**src/sv/csrspmv_pkg.sv**
```systemverilog
`default_nettype none

package csrspmv_pkg;

    localparam int unsigned VECTOR_DEPTH_DEF = 1024;

    localparam int COL_W       = 10;
    localparam int VALUE_W     = 32;
    localparam int ROW_W       = 16;
    localparam int SUM_W       = 64;
    localparam int IN_TDATA_W  = 48;
    localparam int OUT_TDATA_W = 80;

    localparam logic [1:0] OP_LOAD  = 2'd0;
    localparam logic [1:0] OP_ENTRY = 2'd1;
    localparam logic [1:0] OP_EMPTY = 2'd2;

    // control of the item leaving the product stage
    typedef struct packed {
        logic valid;
        logic empty;
        logic last;
    } item_ctl_t;

    // column reduced into the store range by constant shift and subtract
    function automatic logic [COL_W-1:0] col_mod(input logic [COL_W-1:0] col,
                                                 input int unsigned depth);
        logic [COL_W-1:0]  r;
        logic [COL_W+16:0] step;
        r = col;
        for (int k = COL_W - 1; k >= 0; k--) begin
            step = (COL_W + 17)'(depth) << k;
            if (step <= (COL_W + 17)'(r)) begin
                r = r - COL_W'(step);
            end
        end
        return r;
    endfunction

endpackage

`default_nettype wire

```
**src/sv/csrspmv_acc.sv**
```systemverilog
`default_nettype none

module csrspmv_acc (
    input  wire logic                                 aclk,
    input  wire logic                                 aresetn,
    input  wire logic [csrspmv_pkg::ROW_W-1:0]        row_count,
    input  wire csrspmv_pkg::item_ctl_t               item,
    input  wire logic signed [csrspmv_pkg::SUM_W-1:0] product,
    output logic                                      take,
    input  wire logic                                 out_ready,
    output logic                                      out_valid,
    output logic [csrspmv_pkg::ROW_W-1:0]             out_row,
    output logic [csrspmv_pkg::SUM_W-1:0]             out_sum,
    output logic                                      out_sat
);
    import csrspmv_pkg::*;

    logic [SUM_W-1:0] acc_reg, acc_next;
    logic             clip_reg, clip_next;
    logic [ROW_W-1:0] row_reg, row_next;
    logic             out_valid_reg, out_valid_next;
    logic [ROW_W-1:0] out_row_reg, out_row_next;
    logic [SUM_W-1:0] out_sum_reg, out_sum_next;
    logic             out_sat_reg, out_sat_next;

    logic [SUM_W-1:0] sum;
    logic             ovf;
    logic [SUM_W-1:0] acc_add;
    logic             clip_add;
    logic [ROW_W:0]   row_inc;
    logic [ROW_W-1:0] row_adv;
    logic             emit;
    logic             out_free;

    always_comb begin
        sum      = acc_reg + SUM_W'(product);
        ovf      = (acc_reg[SUM_W-1] == product[SUM_W-1]) &&
                   (sum[SUM_W-1] != acc_reg[SUM_W-1]);
        // clip towards the sign of both operands
        acc_add  = ovf ? {acc_reg[SUM_W-1], {(SUM_W-1){~acc_reg[SUM_W-1]}}} : sum;
        clip_add = clip_reg | ovf;

        row_inc  = {1'b0, row_reg} + (ROW_W + 1)'(1);
        row_adv  = (row_inc >= {1'b0, row_count}) ? '0 : row_inc[ROW_W-1:0];

        emit     = item.valid && (item.empty || item.last);
        out_free = !out_valid_reg || out_ready;
        take     = item.valid && (!emit || out_free);

        acc_next       = acc_reg;
        clip_next      = clip_reg;
        row_next       = row_reg;
        out_valid_next = out_ready ? 1'b0 : out_valid_reg;
        out_row_next   = out_row_reg;
        out_sum_next   = out_sum_reg;
        out_sat_next   = out_sat_reg;

        if (take) begin
            if (item.empty) begin
                // partial sum of an open row is kept
                out_valid_next = 1'b1;
                out_row_next   = row_reg;
                out_sum_next   = '0;
                out_sat_next   = 1'b0;
                row_next       = row_adv;
            end else if (item.last) begin
                out_valid_next = 1'b1;
                out_row_next   = row_reg;
                out_sum_next   = acc_add;
                out_sat_next   = clip_add;
                acc_next       = '0;
                clip_next      = 1'b0;
                row_next       = row_adv;
            end else begin
                acc_next  = acc_add;
                clip_next = clip_add;
            end
        end
    end

    always_ff @(posedge aclk) begin
        if (!aresetn) begin
            acc_reg       <= '0;
            clip_reg      <= 1'b0;
            row_reg       <= '0;
            out_valid_reg <= 1'b0;
        end else begin
            acc_reg       <= acc_next;
            clip_reg      <= clip_next;
            row_reg       <= row_next;
            out_valid_reg <= out_valid_next;
        end
    end

    always_ff @(posedge aclk) begin
        out_row_reg <= out_row_next;
        out_sum_reg <= out_sum_next;
        out_sat_reg <= out_sat_next;
    end

    assign out_valid = out_valid_reg;
    assign out_row   = out_row_reg;
    assign out_sum   = out_sum_reg;
    assign out_sat   = out_sat_reg;

endmodule

`default_nettype wire

```
**config.mk**
```make
export PLATFORM = sky130hd
export DESIGN_NAME = csrspmv_acc
export DESIGN_NICKNAME = d
export VERILOG_FILES = /design/src/sv/csrspmv_pkg.sv /design/src/sv/csrspmv_acc.sv
export SDC_FILE = /design/constraint.sdc
export NUM_CORES = 1
export LEC_CHECK = 0
export BUFFER_PORTS_ARGS = -buffer_cell sky130_fd_sc_hd__buf_2
export CAP_MARGIN = 10
export CORE_MARGIN = 1
export CORE_UTILIZATION = 41
export DETAILED_ROUTE_END_ITERATION = 6
export PLACE_DENSITY = 0.71
export SLEW_MARGIN = 20
export SYNTH_ARGS = -nofsm -noshare
export SYNTH_HDL_FRONTEND = slang
export SYNTH_SLANG_ARGS = --single-unit
```
**constraint.sdc**
```tcl
create_clock -name aclk -period 10.5 [get_ports aclk]
set_clock_uncertainty 0.05 [all_clocks]
set_input_delay 2.1 -clock aclk [delete_from_list [all_inputs] [get_ports aclk]]
set_output_delay 2.1 -clock aclk [all_outputs]
set_load 0.02 [all_outputs]
```
==> results of run 1 <==
[worst max path at each step]
stage	cells after the start	end	slack, ns
finish	12	out_sum[41]$_SDFFCE_PP0P_	4.36
global placement	12	out_sum[44]$_SDFFCE_PP0P_	4.20
global route	12	out_sum[41]$_SDFFCE_PP0P_	3.96
CTS	12	out_sum[41]$_SDFFCE_PP0P_	4.35
floorplan	7	row_reg[11]$_SDFFE_PN0P_	5.52
detailed placement	12	out_sum[41]$_SDFFCE_PP0P_	3.91
[where the power goes]
| part | total, mW | internal, mW | switching [mW] |
|---|---|---|---|
| sequential | 0.725 | 0.711 | 0.0142 |
| combinational | 0.323 | 0.117 | 0.206 |
| clock | 0.596 | 0.309 | 0.287 |
| total | 1.64 | 1.14 | 0.507 |
[cells by family after synthesis]
logic type | after synthesis | share of synthesized area (%)
DFF | 163 | 40.0
muxes | 1 | 0.0982
xor gates and xnor gates | 72 | 6.19
and+or+nand+nor | 342 | 16.2
AOI/OAI and AO/OA | 375 | 23.0
buffers and inverters | 106 | 4.41
adders and majority gates | 82 | 10.1
[through the flow]
step                      instance area (um2)  util (%)
after floorplan                         10200         -
after CTS                               11700      48.3
final                                   11700      48.3
after global routing                    11700      48.3
after detailed placement                11200      46.0
after global placement                  11200      46.0
[worst max-delay path: cells and delay by family]
kind / cells / cell delay [ns]
buf+inv: 1 / 0.10
simple gates: 4 / 2.15
compound gates: 6 / 1.48
fa+ha+maj: 1 / 0.39
[cell usage after synthesis (5+ instances only)]
| library cell | instances | area [um2] |
|---|---|---|
| a211oi_1 | 5 | 37.5 |
| a21boi_0 | 15 | 113 |
| a21o_1 | 33 | 248 |
| a21oi_1 | 127 | 636 |
| a221o_1 | 17 | 170 |
| a31oi_1 | 8 | 50.1 |
| and2_1 | 6 | 37.5 |
| and3_1 | 15 | 93.8 |
| buf_2 | 12 | 60.1 |
| clkbuf_1 | 46 | 173 |
| dfxtp_1 | 82 | 1640 |
| edfxtp_1 | 81 | 2430 |
| ha_1 | 80 | 1000 |
| inv_1 | 39 | 146 |
| nand2_1 | 128 | 480 |
| nand2b_1 | 19 | 119 |
| nand3_1 | 23 | 115 |
| nand4_1 | 31 | 194 |
| nor2_1 | 77 | 289 |
| nor3_1 | 14 | 70.1 |
| o211ai_1 | 25 | 188 |
| o21a_1 | 5 | 37.5 |
| o21ai_0 | 84 | 420 |
| o21ai_1 | 9 | 45.0 |
| o21bai_1 | 15 | 113 |
| xnor2_1 | 44 | 385 |
| xor2_1 | 28 | 245 |
[area by class of cell]
cell class              count  area share, %
flip-flops and latches    163           34.7
inverters                  39           1.26
clock inverters            15           1.03
multi-input cells         872           48.4
well taps                 324           3.45
clock buffers              17           3.62
repair buffers            174           7.54
[routing by layer]
metal | up-vias | global-route usage (%) | part of all wire, %
met5 | - | 0 | 0
met4 | 0 | 6.99 | 2.1
met3 | 36 | 3.90 | 5.5
met2 | 297 | 36.1 | 47
met1 | 4269 | 28.4 | 46
li1 | 4433 | - | -
==> flow_summary.yaml, run 1 <==
run_status:
  outcome: "complete, no violations"
logic_synthesis:
  yosysSeqAreaShare_pct: 40.0
  synth_nets: 1308
  ys_ff_latch: 163
  syn-cell-area_mm2: 0.0102
  synth_cell_types: 69
  ys.flop_type: "dfxtp_1"
  ys_warn_count: 0
  async_flop_share_pct: 0
  synth_edf_count: 81
  syn_avg_cell_area_um2: 8.93
  syn_inst: 1141
route:
  vias: 9035
  ant_nets: 0
  drtPass1Iterations: 6
  vias_per_cell: 5.63
  wl_per_cell_um: 17.1
  drc: 0
  wirelength_um: 27400
  drtIter0Drc: 594
placed_design:
  dp_slack_ns: 3.91
  dpl.cell_count: 1571
  gp_congestion: 0.896
  hpwl_um: 19900
  portBuffers: 168
cells_and_area:
  final_cell_mix: "168 x buf_2, 128 x nand2_1, 127 x a21oi_1, 84 x o21ai_0, 82 x dfxtp_1"
  layout_commonest_cell: "buf_2"
  fillerInstances: 2347
  final_cells: 1604
  seq_area_mm2: 0.00407
  multiInputGateArea_mm2: 0.00569
  drive_above_1_share_pct: 17.3
  layout-area-overhead-vs-synth_pct: 15.2
  layout.nets: 1434
  diodes: 0
clock_tree:
  cts_setup_buffers: 0
  htree_levels: 4
  cts_tree: "yes"
  cts_buffers: 17
  clock-sinks: 163
  clkLatencyLatePin_ns: 0.43
  ctsResizeCount: 0
  clock_path_buffers: 2
  hold_buffers: 0
  cts_root_buf: "clkbuf_16"
  cts.clk_slew.worst_paths_ns: 0.07
hold_path:
  min_from: "acc_reg[8]$_SDFFE_PN0P_"
  hold_end: "acc_reg[8]$_SDFFE_PN0P_"
  hold_path.class: "flop to flop"
  hold-path-cell-count: 2
worst_setup_path:
  crit_type: "primary input to flop"
  crit_path_start: "product[22]"
  cp_slowest_cell: "nand2_1"
  cp-end-kind: "flop"
  r2r-end: "out_sum[41]$_SDFFCE_PP0P_"
  max_stage_delay_ns: 0.97
  cp_cell_sequence: "buf_2 -> ha_1 -> a21oi_1 -> o21ai_0 -> a32oi_1 -> nand2_1 -> a221o_1 -> nor3_1 -> o31a_4 -> nand3_2 -> nand2_1 -> o21ai_0"
  cp.required_ns: 10.57
  path_max_fanout: 44
  worstRegToRegCells: 11
  reg2reg_setup_slack_ns: 5.82
  r2r_start: "acc_reg[22]$_SDFFE_PN0P_"
  start_kind: "primary input"
  cp.arrival_ns: 6.21
job:
  maxCapViolCount: 0
grt:
  grtUsageTotal_pct: 21.7
  grt_pass1_wl_um: 44300
  grt_start_max_net_pins: 65
  antenna_found_initial: 0
  grt_overflow: 0
  grt_pass1_vias: 8650
timing:
  fin_ws_ns: 4.36
  whs_ns: 0.404
  min_period_ns: 6.14
  max_freq_mhz: 163
  tightest_slew_ns: 1.07
  maxSlewViolCount: 0
  timing.slew.headroom_pct: 28.3
  rsz0062_at_grt: "false"
  setup-violations-final: 0
  fin_tns_setup_ns: 0
  fin_crit_sh_pct: 58.5
  finalHoldViolations: 0
floorplanning:
  rows: 57
  core_area_mm2: 0.0243
  num_io_pins: 169
  die_h_um: 160
  die_area_mm2: 0.0255
  initial_core_util_pct: 41.9
  die_w_um: 160
power_and_ir_drop:
  leakage_nw: 5.11
  power_mw: 1.64
  powerDensity_mw_per_mm2: 140
  ir_worst_vdd_uv: 103
(Power assumes the default switching activity.)
==> inputs of run 2 (changes only) <==
==> constraint.sdc (replaced) <==
create_clock -name aclk -period 6.3 [get_ports aclk]
set_clock_uncertainty 0.05 [all_clocks]
set_input_delay 1.26 -clock aclk [delete_from_list [all_inputs] [get_ports aclk]]
set_output_delay 1.26 -clock aclk [all_outputs]
set_load 0.02 [all_outputs]
==> run 2 against run 1 <==
Wire length grew 2.5%. Final cell count is 0.12% higher. Sequential power grew 67%. Setup slack got worse by 2.9 ns. Non-clock buffer count rose by 1. Via count grew 0.32%. Sequential share of layout area shrank 0.24 points. Register-to-register slack got worse by 3.7 ns. Cell area up 0.70%. Largest power group unchanged. Flip-flop and latch count stayed put. Utilization up 0.34 points.
==> flow_summary.yaml, run 2 (synthesis results as in run 1) <==
placed_design:
  gp_congestion: 0.948
  portBuffers: 168
  placed_area_mm2: 0.0112
  hpwl_um: 20500
run_status:
  outcome: "complete, no violations"
cells_and_area:
  final_cell_mix: "168 x buf_2, 128 x nand2_1, 126 x a21oi_1, 84 x o21ai_0, 82 x dfxtp_1"
  drive_above_1_share_pct: 17.2
  layout_commonest_cell: "buf_2"
  layout-area-overhead-vs-synth_pct: 16.1
  design_area_mm2: 0.0118
  fillerInstances: 2333
  layout.nets: 1435
timing:
  finalHoldViolations: 0
  whs_ns: 0.408
  min_period_ns: 4.83
  maxSlewViolCount: 0
  fin_crit_sh_pct: 76.6
  rsz0062_at_grt: "false"
  max_freq_mhz: 207
  tightest_slew_ns: 1.09
  setup-violations-final: 0
  fin_tns_setup_ns: 0
  timing.slew.headroom_pct: 27.2
route:
  drtIter0Drc: 564
  ant_nets: 0
  drc: 0
  m1WireLength_um: 12900
  dr_wl_met3_um: 1630
  vias: 9064
  wirelength_um: 28100
  vias_per_cell: 5.64
  wl_met2_um: 12900
  drtPass1Iterations: 5
  wl_per_cell_um: 17.5
  top_layer_used: "met4"
power_and_ir_drop:
  ir_worst_vdd_uv: 130
  powerDensity_mw_per_mm2: 242
  leakage_nw: 5.14
  swShare_pct: 28.7
  p_clk_share_pct: 39.2
  power_mw: 2.87
  p_seq_share_pct: 42.1
  internal-power_mw: 2.04
  p_sw_mw: 0.824
  p_comb_share_pct: 18.7
clock_tree:
  cts.clk_slew.worst_paths_ns: 0.07
  cts_setup_buffers: 0
  hold_buffers: 0
  cts_root_buf: "clkbuf_16"
  clkLatencyLatePin_ns: 0.44
  htree_levels: 4
  cts_buffers: 17
  ctsResizeCount: 0
  clock-sinks: 163
  cts_tree: "yes"
  clock_path_buffers: 2
worst_setup_path:
  path_buf_inv: 1
  cp_slowest_cell: "nor3_1"
  reg2reg_setup_slack_ns: 2.14
  cp.required_ns: 6.40
  crit_path_start: "product[0]"
  crit_cells: 12
  r2r_start: "acc_reg[0]$_SDFFE_PN0P_"
  cp.arrival_ns: 4.93
  max_stage_delay_ns: 0.67
  crit_family: "compound AO/OA/AOI/OAI gates"
  cp_cell_sequence: "buf_2 -> ha_1 -> fa_1 -> a21o_1 -> a221oi_1 -> o211a_1 -> o21ai_0 -> nor3_1 -> o21bai_1 -> a221oi_1 -> xor2_1 -> o21ai_0"
  r2r-end: "out_sum[50]$_SDFFCE_PP0P_"
  path_max_fanout: 3
  worstRegToRegCells: 11
  start_kind: "primary input"
  crit_type: "primary input to flop"
  cp-end-kind: "flop"
grt:
  grt_overflow: 0
  antenna_found_initial: 1
  grt_pass1_vias: 8488
  grtUsageTotal_pct: 21.9
  grt_start_max_net_pins: 42
  grt_pass1_wl_um: 44400
floorplanning:
  initial_core_util_pct: 41.9
  die_h_um: 160
  num_io_pins: 169
  core_area_mm2: 0.0243
  rows: 57
  die_w_um: 160
  die_area_mm2: 0.0255
hold_path:
  hold-path-cell-count: 2
  hold_end: "acc_reg[14]$_SDFFE_PN0P_"
  hold_path.class: "flop to flop"
  min_from: "acc_reg[14]$_SDFFE_PN0P_"
job:
  maxCapViolCount: 0
run 2: cell count changes in the layout (fill, tap and decap cells not counted), sizes merged:
cell | previous run | this run
inv | 46 | 40
bufinv | 0 | 4
clkbuf | 17 | 20
buf | 174 | 175
clkinvlp | 3 | 2
diode | 0 | 1
run 2: worst max path at each step:
stage                                      endpoint  slack [ns]
final                     out_sum[50]$_SDFFCE_PP0P_        1.47
after global routing      out_sum[50]$_SDFFCE_PP0P_        1.25
after floorplan            row_reg[11]$_SDFFE_PN0P_        2.16
after global placement    out_sum[50]$_SDFFCE_PP0P_        1.18
after detailed placement  out_sum[44]$_SDFFCE_PP0P_        1.10
after CTS                 out_sum[44]$_SDFFCE_PP0P_        1.54
run 2: layout make-up:
| cell class | count | area, um2 | share of cell area (%) |
|---|---|---|---|
| multi-input combinational | 872 | 5690 | 48.1 |
| clock buffer | 20 | 437 | 3.69 |
| inverter | 39 | 148 | 1.25 |
| antenna | 1 | 2.50 | 0.0212 |
| timing repair buffer | 175 | 893 | 7.55 |
| clock inverter | 12 | 179 | 1.51 |
| tap | 324 | 405 | 3.43 |
| sequential | 163 | 4070 | 34.4 |
run 2: power by group through the flow:
stage               logic (mW)  clock network [mW]  registers (mW)
floorplan                0.325                   0            1.28
global placement         0.529                   0            1.23
detailed placement       0.534                   0            1.23
CTS                      0.537                1.13            1.21
global route             0.593                1.18            1.21
finish                   0.536                1.12            1.21
run 2: through the flow:
step                      std cells  worst slack (ns)  util [%]
after floorplan                1141              2.16         -
final                          1606              1.47      48.6
after detailed placement       1573              1.10      46.1
after CTS                      1605              1.54      48.6
after global routing           1606              1.25      48.6
after global placement         1573              1.18      46.1
run 2: worst min-delay path, cell delays in order, from the launching register on:
cell	delay, ns
dfxtp_1	0.31
nand2_1	0.05
o21ai_1	0.05
run 2: routing by layer:
metal | up-vias | track usage, %
li1 | 4443 | -
met1 | 4267 | 29.1
met2 | 316 | 35.6
met3 | 38 | 4.03
met4 | 0 | 8.09
met5 | - | 0
